`src/sv/cgpb_pkg.sv`:
```
// ----------------------------------------------------------------------------
// cgpb_pkg
// Shared types, codes and defaults of the clipped glyph pixel blitter.
// ----------------------------------------------------------------------------
`default_nettype none

package cgpb_pkg;

  // parameter defaults
  localparam int COLOUR_SETS_DEF  = 16;
  localparam int PIXEL_LEVELS_DEF = 15;
  localparam int ADDR_BITS_DEF    = 24;

  // largest source extent in either direction
  localparam int SRC_MAX = 64;

  // fixed port widths
  localparam int IN_DATA_W  = 56;
  localparam int MODE_W     = 3;
  localparam int CFG_IDX_W  = 3;
  localparam int CFG_DATA_W = 13;

  // placed coordinates and clip compares
  localparam int COORD_W = 14;
  localparam int CLIP_W  = 15;
  localparam int PROD_W  = 28;

  // item kinds carried in tuser
  typedef enum logic [MODE_W-1:0] {
    MODE_PALETTE = 3'd0,
    MODE_NORMAL  = 3'd1,
    MODE_FAT     = 3'd2,
    MODE_HIGH    = 3'd3,
    MODE_BIG     = 3'd4
  } mode_e;

  // register indexes
  typedef enum logic [CFG_IDX_W-1:0] {
    REG_CLIP_LEFT   = 3'd0,
    REG_CLIP_TOP    = 3'd1,
    REG_CLIP_WIDTH  = 3'd2,
    REG_CLIP_HEIGHT = 3'd3,
    REG_X_OFFSET    = 3'd4,
    REG_Y_OFFSET    = 3'd5,
    REG_ROW_STRIDE  = 3'd6
  } cfg_idx_e;

  typedef struct packed {
    logic [11:0] clip_left;
    logic [11:0] clip_top;
    logic [12:0] clip_width;
    logic [12:0] clip_height;
    logic [11:0] x_offset;
    logic [11:0] y_offset;
    logic [12:0] row_stride;
  } cfg_t;

  // one input word, unpacked
  typedef struct packed {
    logic [MODE_W-1:0] mode;
    logic [11:0]       glyph_x;
    logic [11:0]       glyph_y;
    logic [6:0]        glyph_width;
    logic [6:0]        glyph_height;
    logic [3:0]        colour_set;
    logic [3:0]        pixel;
    logic [7:0]        entry_value;
  } item_t;

  // placed opaque pixel handed from front end to emitter
  typedef struct packed {
    logic [COORD_W-1:0] x;
    logic [COORD_W-1:0] y;
    logic               copy_r;
    logic               copy_d;
  } pix_t;

endpackage

`default_nettype wire

```
`src/sv/cgpb_cfg_regs.sv`:
```
// ----------------------------------------------------------------------------
// cgpb_cfg_regs
// Configuration register file: clip rectangle, offsets and row stride.
// ----------------------------------------------------------------------------
`default_nettype none

module cgpb_cfg_regs (
  input  logic                             clk_i,
  input  logic                             rst_ni,
  input  logic                             cfg_valid_i,
  output logic                             cfg_ready_o,
  input  logic [cgpb_pkg::CFG_IDX_W-1:0]   cfg_index_i,
  input  logic [cgpb_pkg::CFG_DATA_W-1:0]  cfg_data_i,
  output cgpb_pkg::cfg_t                   cfg_o
);

  cgpb_pkg::cfg_t cfg_d, cfg_q;
  logic           wr;

  // writes are always taken
  assign cfg_ready_o = 1'b1;
  assign wr          = cfg_valid_i && cfg_ready_o;

  // register decoder
  always_comb begin
    cfg_d = cfg_q;
    if (wr) begin
      unique case (cgpb_pkg::cfg_idx_e'(cfg_index_i))
        cgpb_pkg::REG_CLIP_LEFT:   cfg_d.clip_left   = cfg_data_i[11:0];
        cgpb_pkg::REG_CLIP_TOP:    cfg_d.clip_top    = cfg_data_i[11:0];
        cgpb_pkg::REG_CLIP_WIDTH:  cfg_d.clip_width  = cfg_data_i;
        cgpb_pkg::REG_CLIP_HEIGHT: cfg_d.clip_height = cfg_data_i;
        cgpb_pkg::REG_X_OFFSET:    cfg_d.x_offset    = cfg_data_i[11:0];
        cgpb_pkg::REG_Y_OFFSET:    cfg_d.y_offset    = cfg_data_i[11:0];
        cgpb_pkg::REG_ROW_STRIDE:  cfg_d.row_stride  = cfg_data_i;
        default: ;
      endcase
    end
  end

  always_ff @(posedge clk_i or negedge rst_ni) begin
    if (!rst_ni) begin
      cfg_q.clip_left   <= 12'd0;
      cfg_q.clip_top    <= 12'd0;
      cfg_q.clip_width  <= 13'd320;
      cfg_q.clip_height <= 13'd200;
      cfg_q.x_offset    <= 12'd0;
      cfg_q.y_offset    <= 12'd0;
      cfg_q.row_stride  <= 13'd320;
    end else begin
      cfg_q <= cfg_d;
    end
  end

  assign cfg_o = cfg_q;

endmodule

`default_nettype wire

```
`src/sv/cgpb_front.sv`:
```
// ----------------------------------------------------------------------------
// cgpb_front
// Input stage: mode decode, source column/row counters, placement and the
// palette memory (written by palette words, read once per opaque pixel).
// ----------------------------------------------------------------------------
`default_nettype none

module cgpb_front #(
  parameter int COLOUR_SETS  = cgpb_pkg::COLOUR_SETS_DEF,
  parameter int PIXEL_LEVELS = cgpb_pkg::PIXEL_LEVELS_DEF
) (
  input  logic                clk_i,
  input  logic                rst_ni,
  input  cgpb_pkg::cfg_t      cfg_i,
  input  logic                in_valid_i,
  output logic                in_ready_o,
  input  cgpb_pkg::item_t     item_i,
  output logic                pix_valid_o,
  output cgpb_pkg::pix_t      pix_o,
  output logic [7:0]          colour_o,
  input  logic                pix_take_i
);

  localparam int TABLE_SIZE = COLOUR_SETS * PIXEL_LEVELS;
  localparam int IDX_W      = (TABLE_SIZE > 1) ? $clog2(TABLE_SIZE) : 1;

  // palette memory, one write or one read per cycle
  logic [7:0] pal_mem [TABLE_SIZE];
  logic [7:0] pal_rdata_q;

  logic        is_pal, is_glyph, hdbl, vdbl, copy_r, copy_d;
  logic [6:0]  src_w7, src_h7, src_w, src_h;
  logic        geo_ok, lv_ok, cs_ok;
  logic [15:0] idx_full;
  logic [IDX_W-1:0] pal_idx;
  logic        accept, pal_we, step, pal_re;
  logic [5:0]  col_d, col_q, row_d, row_q;
  logic [6:0]  col_sc, row_sc;
  logic [cgpb_pkg::COORD_W-1:0] x_d, y_d;
  logic        pv_d, pv_q;
  cgpb_pkg::pix_t pix_d, pix_q;

  // mode decode
  always_comb begin
    is_pal   = 1'b0;
    is_glyph = 1'b0;
    hdbl     = 1'b0;
    vdbl     = 1'b0;
    copy_r   = 1'b0;
    copy_d   = 1'b0;
    unique case (item_i.mode)
      cgpb_pkg::MODE_PALETTE: is_pal = 1'b1;
      cgpb_pkg::MODE_NORMAL:  is_glyph = 1'b1;
      cgpb_pkg::MODE_FAT: begin
        is_glyph = 1'b1;
        copy_r   = 1'b1;
      end
      cgpb_pkg::MODE_HIGH: begin
        is_glyph = 1'b1;
        vdbl     = 1'b1;
        copy_d   = 1'b1;
      end
      cgpb_pkg::MODE_BIG: begin
        is_glyph = 1'b1;
        hdbl     = 1'b1;
        vdbl     = 1'b1;
        copy_r   = 1'b1;
        copy_d   = 1'b1;
      end
      default: ;
    endcase
  end

  // source extent, halved for doubled directions and capped
  always_comb begin
    src_w7 = hdbl ? {1'b0, item_i.glyph_width[6:1]} : item_i.glyph_width;
    src_h7 = vdbl ? {1'b0, item_i.glyph_height[6:1]} : item_i.glyph_height;
    src_w  = (src_w7 > 7'(cgpb_pkg::SRC_MAX)) ? 7'(cgpb_pkg::SRC_MAX) : src_w7;
    src_h  = (src_h7 > 7'(cgpb_pkg::SRC_MAX)) ? 7'(cgpb_pkg::SRC_MAX) : src_h7;
    geo_ok = (src_w != 7'd0) && (src_h != 7'd0);
  end

  // palette entry select
  assign lv_ok    = (item_i.pixel != 4'd0) && (8'(item_i.pixel) <= 8'(PIXEL_LEVELS));
  assign cs_ok    = 9'(item_i.colour_set) < 9'(COLOUR_SETS);
  assign idx_full = 16'(item_i.colour_set) * 16'(PIXEL_LEVELS) + 16'(item_i.pixel) - 16'd1;
  assign pal_idx  = idx_full[IDX_W-1:0];

  assign accept     = in_valid_i && in_ready_o;
  assign pal_we     = accept && is_pal && lv_ok && cs_ok;
  assign step       = accept && is_glyph && geo_ok;
  assign pal_re     = step && lv_ok && cs_ok;
  assign in_ready_o = !pv_q || pix_take_i;

  // a write lands at the edge it is accepted, so any later read sees it
  always_ff @(posedge clk_i) begin
    if (pal_we) begin
      pal_mem[pal_idx] <= item_i.entry_value;
    end
    if (pal_re) begin
      pal_rdata_q <= pal_mem[pal_idx];
    end
  end

  // column and row counters
  always_comb begin
    col_d = col_q;
    row_d = row_q;
    if (step) begin
      if ((7'(col_q) + 7'd1) >= src_w) begin
        col_d = 6'd0;
        row_d = ((7'(row_q) + 7'd1) >= src_h) ? 6'd0 : row_q + 6'd1;
      end else begin
        col_d = col_q + 6'd1;
      end
    end
  end

  // placed position of the current source pixel
  always_comb begin
    col_sc = hdbl ? {col_q, 1'b0} : {1'b0, col_q};
    row_sc = vdbl ? {row_q, 1'b0} : {1'b0, row_q};
    x_d = {{2{item_i.glyph_x[11]}}, item_i.glyph_x}
        + {{2{cfg_i.x_offset[11]}}, cfg_i.x_offset}
        + {7'd0, col_sc};
    y_d = {{2{item_i.glyph_y[11]}}, item_i.glyph_y}
        + {{2{cfg_i.y_offset[11]}}, cfg_i.y_offset}
        + {7'd0, row_sc};
    pix_d.x      = x_d;
    pix_d.y      = y_d;
    pix_d.copy_r = copy_r;
    pix_d.copy_d = copy_d;
  end

  // stage valid
  always_comb begin
    if (pal_re) begin
      pv_d = 1'b1;
    end else if (pix_take_i) begin
      pv_d = 1'b0;
    end else begin
      pv_d = pv_q;
    end
  end

  always_ff @(posedge clk_i or negedge rst_ni) begin
    if (!rst_ni) begin
      col_q <= 6'd0;
      row_q <= 6'd0;
      pv_q  <= 1'b0;
    end else begin
      col_q <= col_d;
      row_q <= row_d;
      pv_q  <= pv_d;
    end
  end

  always_ff @(posedge clk_i) begin
    if (pal_re) begin
      pix_q <= pix_d;
    end
  end

  assign pix_valid_o = pv_q;
  assign pix_o       = pix_q;
  assign colour_o    = pal_rdata_q;

endmodule

`default_nettype wire

```
`src/sv/cgpb_emit.sv`:
```
// ----------------------------------------------------------------------------
// cgpb_emit
// Clip test of the up to four output pixels, row address product, and the
// write sequencer that sends one framebuffer word per cycle unless the output stalls.
// ----------------------------------------------------------------------------
`default_nettype none

module cgpb_emit #(
  parameter int ADDR_BITS = cgpb_pkg::ADDR_BITS_DEF
) (
  input  logic                 clk_i,
  input  logic                 rst_ni,
  input  cgpb_pkg::cfg_t       cfg_i,
  input  logic                 pix_valid_i,
  input  cgpb_pkg::pix_t       pix_i,
  input  logic [7:0]           colour_i,
  output logic                 pix_take_o,
  output logic                 out_valid_o,
  input  logic                 out_ready_i,
  output logic [ADDR_BITS-1:0] out_addr_o,
  output logic [7:0]           out_data_o,
  output logic                 out_last_o
);

  logic signed [cgpb_pkg::CLIP_W-1:0] x0, x1, y0, y1;
  logic signed [cgpb_pkg::CLIP_W-1:0] left, right, top, bottom;
  logic [13:0] right14, bottom14;
  logic        xin0, xin1, yin0, yin1;
  logic [3:0]  mask;
  logic signed [cgpb_pkg::PROD_W-1:0] prod;
  logic [ADDR_BITS-1:0] base_d;

  logic                 busy_d, busy_q;
  logic [3:0]           mask_d, mask_q;
  logic [ADDR_BITS-1:0] base_q;
  logic [7:0]           colour_q;

  logic [3:0]           sel, rem;
  logic                 sel_dx, sel_dy;
  logic [ADDR_BITS-1:0] addr;
  logic                 fire, done, free, load;
  logic                 ov_d, ov_q;
  logic [ADDR_BITS-1:0] oaddr_q;
  logic [7:0]           odata_q;
  logic                 olast_q;

  // clip rectangle bounds, wide enough for any left plus width
  assign right14  = {2'b00, cfg_i.clip_left} + {1'b0, cfg_i.clip_width};
  assign bottom14 = {2'b00, cfg_i.clip_top} + {1'b0, cfg_i.clip_height};
  assign left     = $signed({3'b000, cfg_i.clip_left});
  assign top      = $signed({3'b000, cfg_i.clip_top});
  assign right    = $signed({1'b0, right14});
  assign bottom   = $signed({1'b0, bottom14});

  // candidate columns and rows
  assign x0 = $signed({pix_i.x[cgpb_pkg::COORD_W-1], pix_i.x});
  assign y0 = $signed({pix_i.y[cgpb_pkg::COORD_W-1], pix_i.y});
  assign x1 = x0 + 15'sd1;
  assign y1 = y0 + 15'sd1;

  assign xin0 = (x0 >= left) && (x0 < right);
  assign xin1 = (x1 >= left) && (x1 < right);
  assign yin0 = (y0 >= top) && (y0 < bottom);
  assign yin1 = (y1 >= top) && (y1 < bottom);

  // writes in order (x,y) (x+1,y) (x,y+1) (x+1,y+1)
  assign mask = {pix_i.copy_r && pix_i.copy_d && xin1 && yin1,
                 pix_i.copy_d && xin0 && yin1,
                 pix_i.copy_r && xin1 && yin0,
                 xin0 && yin0};

  // row base address: y * stride + x, modulo the address width
  assign prod   = $signed(pix_i.y) * $signed({1'b0, cfg_i.row_stride});
  assign base_d = ADDR_BITS'(prod) + ADDR_BITS'(x0);

  // lowest pending write
  always_comb begin
    if (mask_q[0]) begin
      sel = 4'b0001;
    end else if (mask_q[1]) begin
      sel = 4'b0010;
    end else if (mask_q[2]) begin
      sel = 4'b0100;
    end else begin
      sel = 4'b1000;
    end
    rem    = mask_q & ~sel;
    sel_dx = sel[1] || sel[3];
    sel_dy = sel[2] || sel[3];
  end

  assign addr = base_q
              + (sel_dy ? ADDR_BITS'(cfg_i.row_stride) : '0)
              + ADDR_BITS'(sel_dx);

  // handshake between stages
  assign fire       = busy_q && (!ov_q || out_ready_i);
  assign done       = fire && (rem == 4'd0);
  assign free       = !busy_q || done;
  assign pix_take_o = pix_valid_i && (free || (mask == 4'd0));
  assign load       = pix_valid_i && free && (mask != 4'd0);

  // sequencer state
  always_comb begin
    busy_d = busy_q;
    mask_d = mask_q;
    if (load) begin
      busy_d = 1'b1;
      mask_d = mask;
    end else if (fire) begin
      busy_d = !done;
      mask_d = rem;
    end
  end

  // output register
  always_comb begin
    if (fire) begin
      ov_d = 1'b1;
    end else if (out_ready_i) begin
      ov_d = 1'b0;
    end else begin
      ov_d = ov_q;
    end
  end

  always_ff @(posedge clk_i or negedge rst_ni) begin
    if (!rst_ni) begin
      busy_q <= 1'b0;
      mask_q <= 4'd0;
      ov_q   <= 1'b0;
    end else begin
      busy_q <= busy_d;
      mask_q <= mask_d;
      ov_q   <= ov_d;
    end
  end

  always_ff @(posedge clk_i) begin
    if (load) begin
      base_q   <= base_d;
      colour_q <= colour_i;
    end
    if (fire) begin
      oaddr_q <= addr;
      odata_q <= colour_q;
      olast_q <= (rem == 4'd0);
    end
  end

  assign out_valid_o = ov_q;
  assign out_addr_o  = oaddr_q;
  assign out_data_o  = odata_q;
  assign out_last_o  = olast_q;

endmodule

`default_nettype wire

```
`src/sv/clipped_glyph_pixel_blit.sv`:
```
// ----------------------------------------------------------------------------
// clipped_glyph_pixel_blit
// Palette-mapped, clipped glyph blitter producing framebuffer byte writes.
// ----------------------------------------------------------------------------
// Glyph pixels arrive in raster order, one per word; the block keeps its own
// source column and row. Each opaque pixel is looked up in the palette
// memory and sent as up to four framebuffer words (the fat, high and big
// copies), each tested on its own against the clip rectangle. The emitter
// owns the single output port and sends one word per cycle while the output
// is not stalled, staying busy with a pixel until all its writes are out;
// palette words, transparent and fully clipped pixels never occupy it. The
// next input word is taken while the emitter is still busy with the previous
// pixel. A first write passes the front stage, sequencer and output registers.
// The palette is undefined until written; there is no clearing pass after reset.
`default_nettype none

module clipped_glyph_pixel_blit #(
  parameter int COLOUR_SETS  = cgpb_pkg::COLOUR_SETS_DEF,
  parameter int PIXEL_LEVELS = cgpb_pkg::PIXEL_LEVELS_DEF,
  parameter int ADDR_BITS    = cgpb_pkg::ADDR_BITS_DEF
) (
  input  logic                                  clk_i,
  input  logic                                  rst_ni,
  // input stream
  input  logic                                  s_axis_tvalid,
  output logic                                  s_axis_tready,
  // glyph_x[11:0] glyph_y[23:12] glyph_width[30:24] glyph_height[37:31]
  // colour_set[41:38] pixel[45:42] entry_value[53:46], zero pad above
  input  logic [cgpb_pkg::IN_DATA_W-1:0]        s_axis_tdata,
  // mode[2:0]
  input  logic [cgpb_pkg::MODE_W-1:0]           s_axis_tuser,
  // output stream
  output logic                                  m_axis_tvalid,
  input  logic                                  m_axis_tready,
  // write_addr[ADDR_BITS-1:0] write_data[ADDR_BITS+7:ADDR_BITS], zero pad
  output logic [((ADDR_BITS+15)/8)*8-1:0]       m_axis_tdata,
  // last_write
  output logic                                  m_axis_tlast,
  // configuration writes
  input  logic                                  cfg_valid_i,
  output logic                                  cfg_ready_o,
  input  logic [cgpb_pkg::CFG_IDX_W-1:0]        cfg_index_i,
  input  logic [cgpb_pkg::CFG_DATA_W-1:0]       cfg_data_i
);

  localparam int OUT_W = ((ADDR_BITS + 15) / 8) * 8;

  cgpb_pkg::cfg_t  cfg;
  cgpb_pkg::item_t item;
  cgpb_pkg::pix_t  pix;
  logic            pix_valid, pix_take;
  logic [7:0]      colour;
  logic [ADDR_BITS-1:0] out_addr;
  logic [7:0]      out_data;

  // unpack input word
  assign item.mode         = s_axis_tuser;
  assign item.glyph_x      = s_axis_tdata[11:0];
  assign item.glyph_y      = s_axis_tdata[23:12];
  assign item.glyph_width  = s_axis_tdata[30:24];
  assign item.glyph_height = s_axis_tdata[37:31];
  assign item.colour_set   = s_axis_tdata[41:38];
  assign item.pixel        = s_axis_tdata[45:42];
  assign item.entry_value  = s_axis_tdata[53:46];

  cgpb_cfg_regs u_cfg_regs (
    .clk_i       (clk_i),
    .rst_ni      (rst_ni),
    .cfg_valid_i (cfg_valid_i),
    .cfg_ready_o (cfg_ready_o),
    .cfg_index_i (cfg_index_i),
    .cfg_data_i  (cfg_data_i),
    .cfg_o       (cfg)
  );

  cgpb_front #(
    .COLOUR_SETS  (COLOUR_SETS),
    .PIXEL_LEVELS (PIXEL_LEVELS)
  ) u_front (
    .clk_i       (clk_i),
    .rst_ni      (rst_ni),
    .cfg_i       (cfg),
    .in_valid_i  (s_axis_tvalid),
    .in_ready_o  (s_axis_tready),
    .item_i      (item),
    .pix_valid_o (pix_valid),
    .pix_o       (pix),
    .colour_o    (colour),
    .pix_take_i  (pix_take)
  );

  cgpb_emit #(
    .ADDR_BITS (ADDR_BITS)
  ) u_emit (
    .clk_i       (clk_i),
    .rst_ni      (rst_ni),
    .cfg_i       (cfg),
    .pix_valid_i (pix_valid),
    .pix_i       (pix),
    .colour_i    (colour),
    .pix_take_o  (pix_take),
    .out_valid_o (m_axis_tvalid),
    .out_ready_i (m_axis_tready),
    .out_addr_o  (out_addr),
    .out_data_o  (out_data),
    .out_last_o  (m_axis_tlast)
  );

  // pack output word
  assign m_axis_tdata = OUT_W'({out_data, out_addr});

endmodule

`default_nettype wire

```
`config.mk`:
```
export PLATFORM = sky130hd
export DESIGN_NAME = clipped_glyph_pixel_blit
export DESIGN_NICKNAME = d
export VERILOG_FILES = /design/src/sv/cgpb_pkg.sv /design/src/sv/cgpb_cfg_regs.sv /design/src/sv/cgpb_front.sv /design/src/sv/cgpb_emit.sv /design/src/sv/clipped_glyph_pixel_blit.sv
export SDC_FILE = /design/constraint.sdc
export NUM_CORES = 2
export LEC_CHECK = 0
export BUFFER_PORTS_ARGS = -buffer_cell sky130_fd_sc_hd__buf_2
export CELL_PAD_IN_SITES_DETAIL_PLACEMENT = 1
export CELL_PAD_IN_SITES_GLOBAL_PLACEMENT = 1
export CORE_MARGIN = 5
export CORE_UTILIZATION = 55
export CTS_CLUSTER_SIZE = 30
export DETAILED_ROUTE_END_ITERATION = 16
export PLACE_DENSITY = 0.88
export SLEW_MARGIN = 10
export SYNTH_ARGS = -nofsm -noshare
export SYNTH_HDL_FRONTEND = slang
export SYNTH_SLANG_ARGS = --single-unit
```
`constraint.sdc`:
```
create_clock -name clk_i -period 9.9 [get_ports clk_i]
set_input_delay 1.98 -clock clk_i [delete_from_list [all_inputs] [get_ports clk_i]]
set_output_delay 1.98 -clock clk_i [all_outputs]
set_load 0.005 [all_outputs]
```
### Word-level counts from Yosys, hierarchy flattened

Memories as Yosys holds them, arrays and structs flattened. A register that Yosys moved wholly into a read port is not among the register bits.
Cells that the tools add are included.
W data, S select, Z words.

| storage, ports and cells | value |
|---|---|
| memories kept | 1 |
| latch bits | 0 |
| word-level logic and storage cells | 149 |
| ROM bits | 0 |
| input bits | 80 |
| bits in writable memories | 1,920 |
| output and inout bits | 36 |
| register bits | 201 |

Memory list:

| memory | depth | bits a word | read ports | clocked after memory_dff | write ports | RTL line | source |
|---|---|---|---|---|---|---|---|
| u_front.pal_mem | 240 | 8 | 1 | 1 | 1 | cgpb_front.sv:28 | `logic [7:0] pal_mem [TABLE_SIZE];` |

| cells by class | value |
|---|---|
| eq/ne operators | 10 |
| reduce and logical (&&, ||, !) cells | 56 |
| add/subtract/negate cells | 17 |
| div/mod/pow operators | 0 |
| bitwise logic cells | 2 |
| multiplexer cells | 27 |
| magnitude comparators | 12 |
| $mul | 2 |
| shift-type cells | 0 |

Operators with widths:

| cell | count |
|---|---|
| $mux W7 | 6 |
| $add A14 B2 Y15 const B | 2 |
| $ge A15 B13 Y1 | 2 |
| $lt A14 B15 Y1 | 2 |
| $lt A15 B15 Y1 | 2 |
| $add A12 B13 Y14 | 2 |
| $add A14 B7 Y14 | 2 |
| $ge A14 B13 Y1 | 2 |
| $add A12 B12 Y13 | 2 |
| $add A24 B1 Y24 | 1 |
| $add A24 B14 Y24 | 1 |
| $add A24 B24 Y24 | 1 |
| $logic_and A1 B1 Y1 | 24 |
| $mul A14 B14 Y24 | 1 |
| $mux W4 | 5 |
| $reduce_and A2 Y1 | 8 |
| $add A6 B1 Y7 const B | 2 |
| $ge A7 B7 Y1 | 2 |
| $gt A7 B7 Y1 const B | 2 |
| $reduce_bool A7 Y1 | 2 |
| $mux W1 | 13 |
| $mux W13 | 1 |
| $add A6 B1 Y6 const B | 2 |
| $eq A3 B2 Y1 const B | 4 |
| other kinds (16) | 35 |

### Depth between registers and ports, before layout

| logic depth | value |
|---|---|
| depth in word-level cells | 16 |
| gate-level depth with buffers | 23 |
| depth with buffers taken out | 21 |

### Modules after synthesis

From an unflattened synthesis, not the netlist that was laid out.

| unflattened totals | value |
|---|---|
| cell total of the unflattened synthesis | 5,313 |
| area total of the unflattened synthesis | 95,945.8 um2 |

By module, submodules not included:

| module | cells an instance | area each (um2) | instances | sequential area each (um2) |
|---|---|---|---|---|
| cgpb_front | 3,662 | 78,864.4 | 1 | 59,121.7 |
| cgpb_emit | 1,461 | 13,749.4 | 1 | 2,102.0 |
| cgpb_cfg_regs | 190 | 3,331.9 | 1 | 2,185.8 |

### Least setup slack after synthesis

No wires, ideal clock.

| path | value |
|---|---|
| kind | input to register |
| start point | input s_axis_tdata[38] in the netlist's numbering |
| end point | memory u_front.pal_mem[3][0] (enable) |
| stages on the path | 18 |
| arrival time | 6.543 ns |
| buffers on the path | 8 |
| data required time | 9.529 ns |
| setup time | 0.371 ns |
| setup slack | 2.986 ns |
| cell sequence | ha_1 clkbuf_1 buf_2 buf_2 buf_2 buf_2 inv_1 fa_1 inv_1 ha_1 fa_1 buf_2 clkbuf_1 buf_1 or3_1 nor3_1 nand2_1 nor2_1 |

| between the ends | value |
|---|---|
| cells in the longest elaborated chain, start to end | 3 |

RTL lines:

| item | RTL line | source |
|---|---|---|
| start, declared | clipped_glyph_pixel_blit.sv:29 | `input logic [cgpb_pkg::IN_DATA_W-1:0] s_axis_tdata,` |
| $mul A4 B4 Y8 | cgpb_front.sv:86 | `assign idx_full = 16'(item_i.colour_set) * 16'(PIXEL_LEVELS) + 16'(item_i.pixel) - 16'd1;` |
| $add A8 B4 Y8 | cgpb_front.sv:86 |  |
| $sub A8 B1 Y8 | cgpb_front.sv:86 |  |
| end, declared | cgpb_front.sv:28 |  |

No other way between the ends.

### Worst setup path in the final report

| path | value |
|---|---|
| start point | register u_cfg_regs.cfg_q (netlist bit u_cfg_regs.cfg_o[63]) |
| end point | output s_axis_tready |

| between the ends | value |
|---|---|
| cells in the longest elaborated chain, start to end | 8 |
| elaborated cells between the ends (all ways) | 15 |
| classes of those cells | add/sub: 1; order compare: 4; reduce/logical: 10 |

RTL lines:

| item | RTL line | source |
|---|---|---|
| start, declared | cgpb_cfg_regs.sv:17 | `cgpb_pkg::cfg_t cfg_d, cfg_q;` |
| start signal, assigned | cgpb_cfg_regs.sv:51 | `cfg_q <= cfg_d;` |
| $add A12 B13 Y14 | cgpb_emit.sv:49 | `assign bottom14 = {2'b00, cfg_i.clip_top} + {1'b0, cfg_i.clip_height};` |
| $lt A14 B15 Y1 / $lt A15 B15 Y1 (equally long branches) | cgpb_emit.sv:63, cgpb_emit.sv:64 |  |
| $logic_and A1 B1 Y1 (on tied branches) | cgpb_emit.sv:63, cgpb_emit.sv:64 |  |
| $logic_and A1 B1 Y1 (on tied branches) | n/a |  |
| $logic_not A4 Y1 * | cgpb_emit.sv:100 | `assign pix_take_o = pix_valid_i && (free \|\| (mask == 4'd0));` |
| $logic_or A1 B1 Y1 * | cgpb_emit.sv:100 |  |
| $logic_and A1 B1 Y1 * | cgpb_emit.sv:100 |  |
| $logic_or A1 B1 Y1 * | cgpb_front.sv:93 | `assign in_ready_o = !pv_q \|\| pix_take_i;` |
| end, declared | clipped_glyph_pixel_blit.sv:26 | `output logic s_axis_tready,` |

Every way passes the cells marked *; elsewhere a longest branch is shown, timed or not.

==> results.sh <==
export IMPL_ys_seq_elements=2129
export IMPL_htree_levels=4
export IMPL_grt_most_used_layer="met2"
export IMPL_required_ns=7.92
export IMPL_hold_class="flip-flop to flip-flop"
export IMPL_rsz0062_at_grt="no"
export IMPL_stdcell_area_um2=106000
export IMPL_area_delta_synth_final_pct=10.66
export IMPL_multi_input_area_um2=30480
export IMPL_vias=55040
export IMPL_post_place_ws_ns=1.626
export IMPL_status="complete, no violations"
export IMPL_synth_edff_count=2023
export IMPL_numCtsBuffers=205
export IMPL_yosysTopAreaCellShare_pct=63.43
export IMPL_clk_path_buf_depth=3
export IMPL_ys_top_cells_by_area="edfxtp_1 63%, mux4_2 14%, fa_1 3.9%"
export IMPL_die_y_um=427.3
export IMPL_ir_drop_v=0.001043
export IMPL_grt_use_met1_pct=39.82
export IMPL_dp_hpwl_um=168600
export IMPL_use_met3_pct=7.988
export IMPL_cts_resized=0
export IMPL_grt_pass1_wl_um=419100
export IMPL_drt_wl_total_um=289300
export IMPL_relSlewSlack_pct=9.718
export IMPL_final_max_slew_viol_count=0
export IMPL_yosysSeqAreaShare_pct=66.21
export IMPL_finalSetupViolCount=0
export IMPL_cap_violations=0
export IMPL_postSynthCellCount=5378
export IMPL_power_total_mw=38.78
export IMPL_die_x_um=427.3
export IMPL_mostFrequentLayoutCells="2023 x edfxtp_1, 600 x mux4_2, 376 x nand2_1"
export IMPL_firstDrtPassIters=9
export IMPL_avgRoutedWirePerCell_um=36.06
export IMPL_port_buffers=112
export IMPL_synthDistinctLibCells=88
export IMPL_cpLargestDelayFamily="compound AO/OA/AOI/OAI gates"
export IMPL_yosysTopAreaCell="edfxtp_1"
export IMPL_hold_buffers=0
export IMPL_grt_total_usage_pct=32.00
export IMPL_avgSynthCellArea_um2=17.81
export IMPL_postCtsSetupBuffers=0
export IMPL_final_layout_size_suffix_gt1_share_pct=21.09
export IMPL_io_pins=116
export IMPL_syn_cell_area_um2=95770
export IMPL_drc=0
export IMPL_worstPathArrival_ns=6.06
export IMPL_critical_path_class="flip-flop to primary output"
export IMPL_antenna_found_initial=14
export IMPL_drt_initial_drc_count=8009
export IMPL_grt_overflow=0
export IMPL_final_hold_violation_count=0
export IMPL_period_needed_ns=8.037
export IMPL_nFillCells=14850
export IMPL_dieArea_um2=182600
export IMPL_grt_max_degree=162
export IMPL_synth_ff_type="edfxtp_1"
export IMPL_synth_nets=5897
export IMPL_postRouteAntennaNets=0
export IMPL_whs_ns=0.3723
export IMPL_fmax_mhz=124.4
export IMPL_powerDensity_nw_per_um2=365.9
export IMPL_clk_latency_ns=0.92
export IMPL_worstMarginPinSlew_ns=1.354
export IMPL_start_util_pct=55.16
export IMPL_slowest_stage="dfrtp_1"
export IMPL_cts_root_buffer="clkbuf_16"
export IMPL_critical_path_buf_inv_count=3
export IMPL_rows=153
export IMPL_max_stage_delay_ns=0.43
export IMPL_cts_num_sinks=2129
export IMPL_core_um2=173600
export IMPL_viasPerCell=6.861
export IMPL_grt_pass1_vias=57280
export IMPL_finalSetupTns_ns=0
export IMPL_final_common_cell="edfxtp_1"
export IMPL_async_reset_ff_share_pct=4.979
export IMPL_end_kind="primary output"
export IMPL_path_cells="ha_1, fa_1, a21oi_1, o22ai_1, o41a_1, a21oi_1, o21bai_1, a21o_1, a21oi_1, xor2_1, ha_1, a21o_1, a221o_1, a31o_2, a41oi_2, a221oi_4, buf_4, nor3_2, inv_1, buf_2"
export IMPL_met2_usage_pct=52.28
export IMPL_start_kind="flip-flop"
export IMPL_fin_nets=6029
export IMPL_synth_warnings=0
export IMPL_dpl_cell_area_um2=98950
export IMPL_skew_ns=0.1012
export IMPL_cts_tree="yes"
export IMPL_setup_ws_ns=1.863
export IMPL_gp_congestion=0.8818
export IMPL_seqCellArea_um2=63410
export IMPL_fin_crit_sh_pct=81.18
export IMPL_clk_pin_slew_worst_paths_ns=0.06
export IMPL_p_leak_nw=35.94
export IMPL_critPathMostFrequentCell="a21oi_1"
export IMPL_worstPathMaxFanout=16
-- synth_stat cells (12+ instances only) --
master	count
a21o_1	51
a21oi_1	108
a311oi_1	23
a31oi_1	16
and2_1	110
and3_1	25
buf_1	51
buf_2	28
clkbuf_1	156
dfrtp_1	99
edfxtp_1	2023
fa_1	187
ha_1	252
inv_1	267
mux2_2	69
mux4_2	600
nand2_1	376
nand2b_1	25
nand3_1	76
nand4_1	12
nor2_1	325
nor2b_1	26
nor3_1	20
nor3b_1	15
o21ai_0	77
o21bai_1	18
xnor2_1	113
xor2_1	45
-- metal layers --
| metal | up-vias | part of all wire (%) |
|---|---|---|
| met5 | - | 0.025 |
| met1 | 28440 | 33 |
| met2 | 4384 | 49 |
| met3 | 1002 | 11 |
| li1 | 21200 | - |
| met4 | 10 | 6.7 |
-- state kept, by name (all words and copies together) (netlist names) --
name and count:
u_emit.out_addr_o 24, u_emit.out_data_o 8, u_front.pix_valid_o 1, u_front.col_q 6, u_emit.out_last_o 1, u_emit.out_valid_o 1
u_emit.base_q 24, u_front.pal_mem 1920, u_front.pix_o 30, u_emit.mask_q 4, u_emit.colour_q 8, u_cfg_regs.cfg_o 87
u_front.colour_o 8, u_emit.busy_q 1, u_front.row_q 6
-- per-stage QoR --
step           cells  util (%)
2_1_floorplan   5378         -
3_5_place_dp    7628     56.99
4_1_cts         8014     61.02
5_1_grt         8018     61.03
3_3_place_gp    7628     56.99
6_report        8022     61.04
-- cells by family (layout without fill, tap and decap cells) --
family / Yosys count / count (layout) / synth area share (%)
fa+ha+maj: 446 / 446 / 7.278
other cells: 1 / 9 / 0.003916
buf+inv: 512 / 823 / 2.114
simple gates: 1055 / 1055 / 5.027
compound gates: 399 / 399 / 2.879
flops: 2129 / 2129 / 66.21
xor+xnor: 160 / 160 / 1.492
mux: 676 / 676 / 14.99
-- worst paths after layout --
check,depth (start not counted),from,slack (ns),to
setup / recovery,20,u_cfg_regs.cfg_o[63],1.86,s_axis_tready
hold / removal,0,u_emit.colour_q[0],0.37,u_emit.out_data_o[0]
setup reg to reg,18,u_front.pix_o[11],2.71,u_emit.base_q[20]
hold reg to reg,0,u_emit.colour_q[0],0.37,u_emit.out_data_o[0]
max in group asynchronous,2,rst_ni,7.41,u_front.col_q[0]
min in group asynchronous,1,rst_ni,1.17,u_cfg_regs.cfg_o[24]
-- area by class of cell --
| type | count | share of cell area [%] |
|---|---|---|
| Multi-Input combinational cell | 2737 | 28.76 |
| Antenna cell | 8 | 0.01889 |
| Tap cell | 2325 | 2.745 |
| Clock buffer | 241 | 5.007 |
| Timing Repair Buffer | 170 | 1.096 |
| Sequential cell | 2129 | 59.83 |
| Inverter | 267 | 0.9456 |
| Clock inverter | 145 | 1.594 |
-- power by group --
| group | switching, mW | leakage [nW] | internal [mW] |
|---|---|---|---|
| combinational | 11.9 | 13.1 | 7.49 |
| sequential | 0.348 | 19.5 | 10.8 |
| clock | 3.77 | 3.39 | 4.54 |
Power figures use the tool's default switching activity.
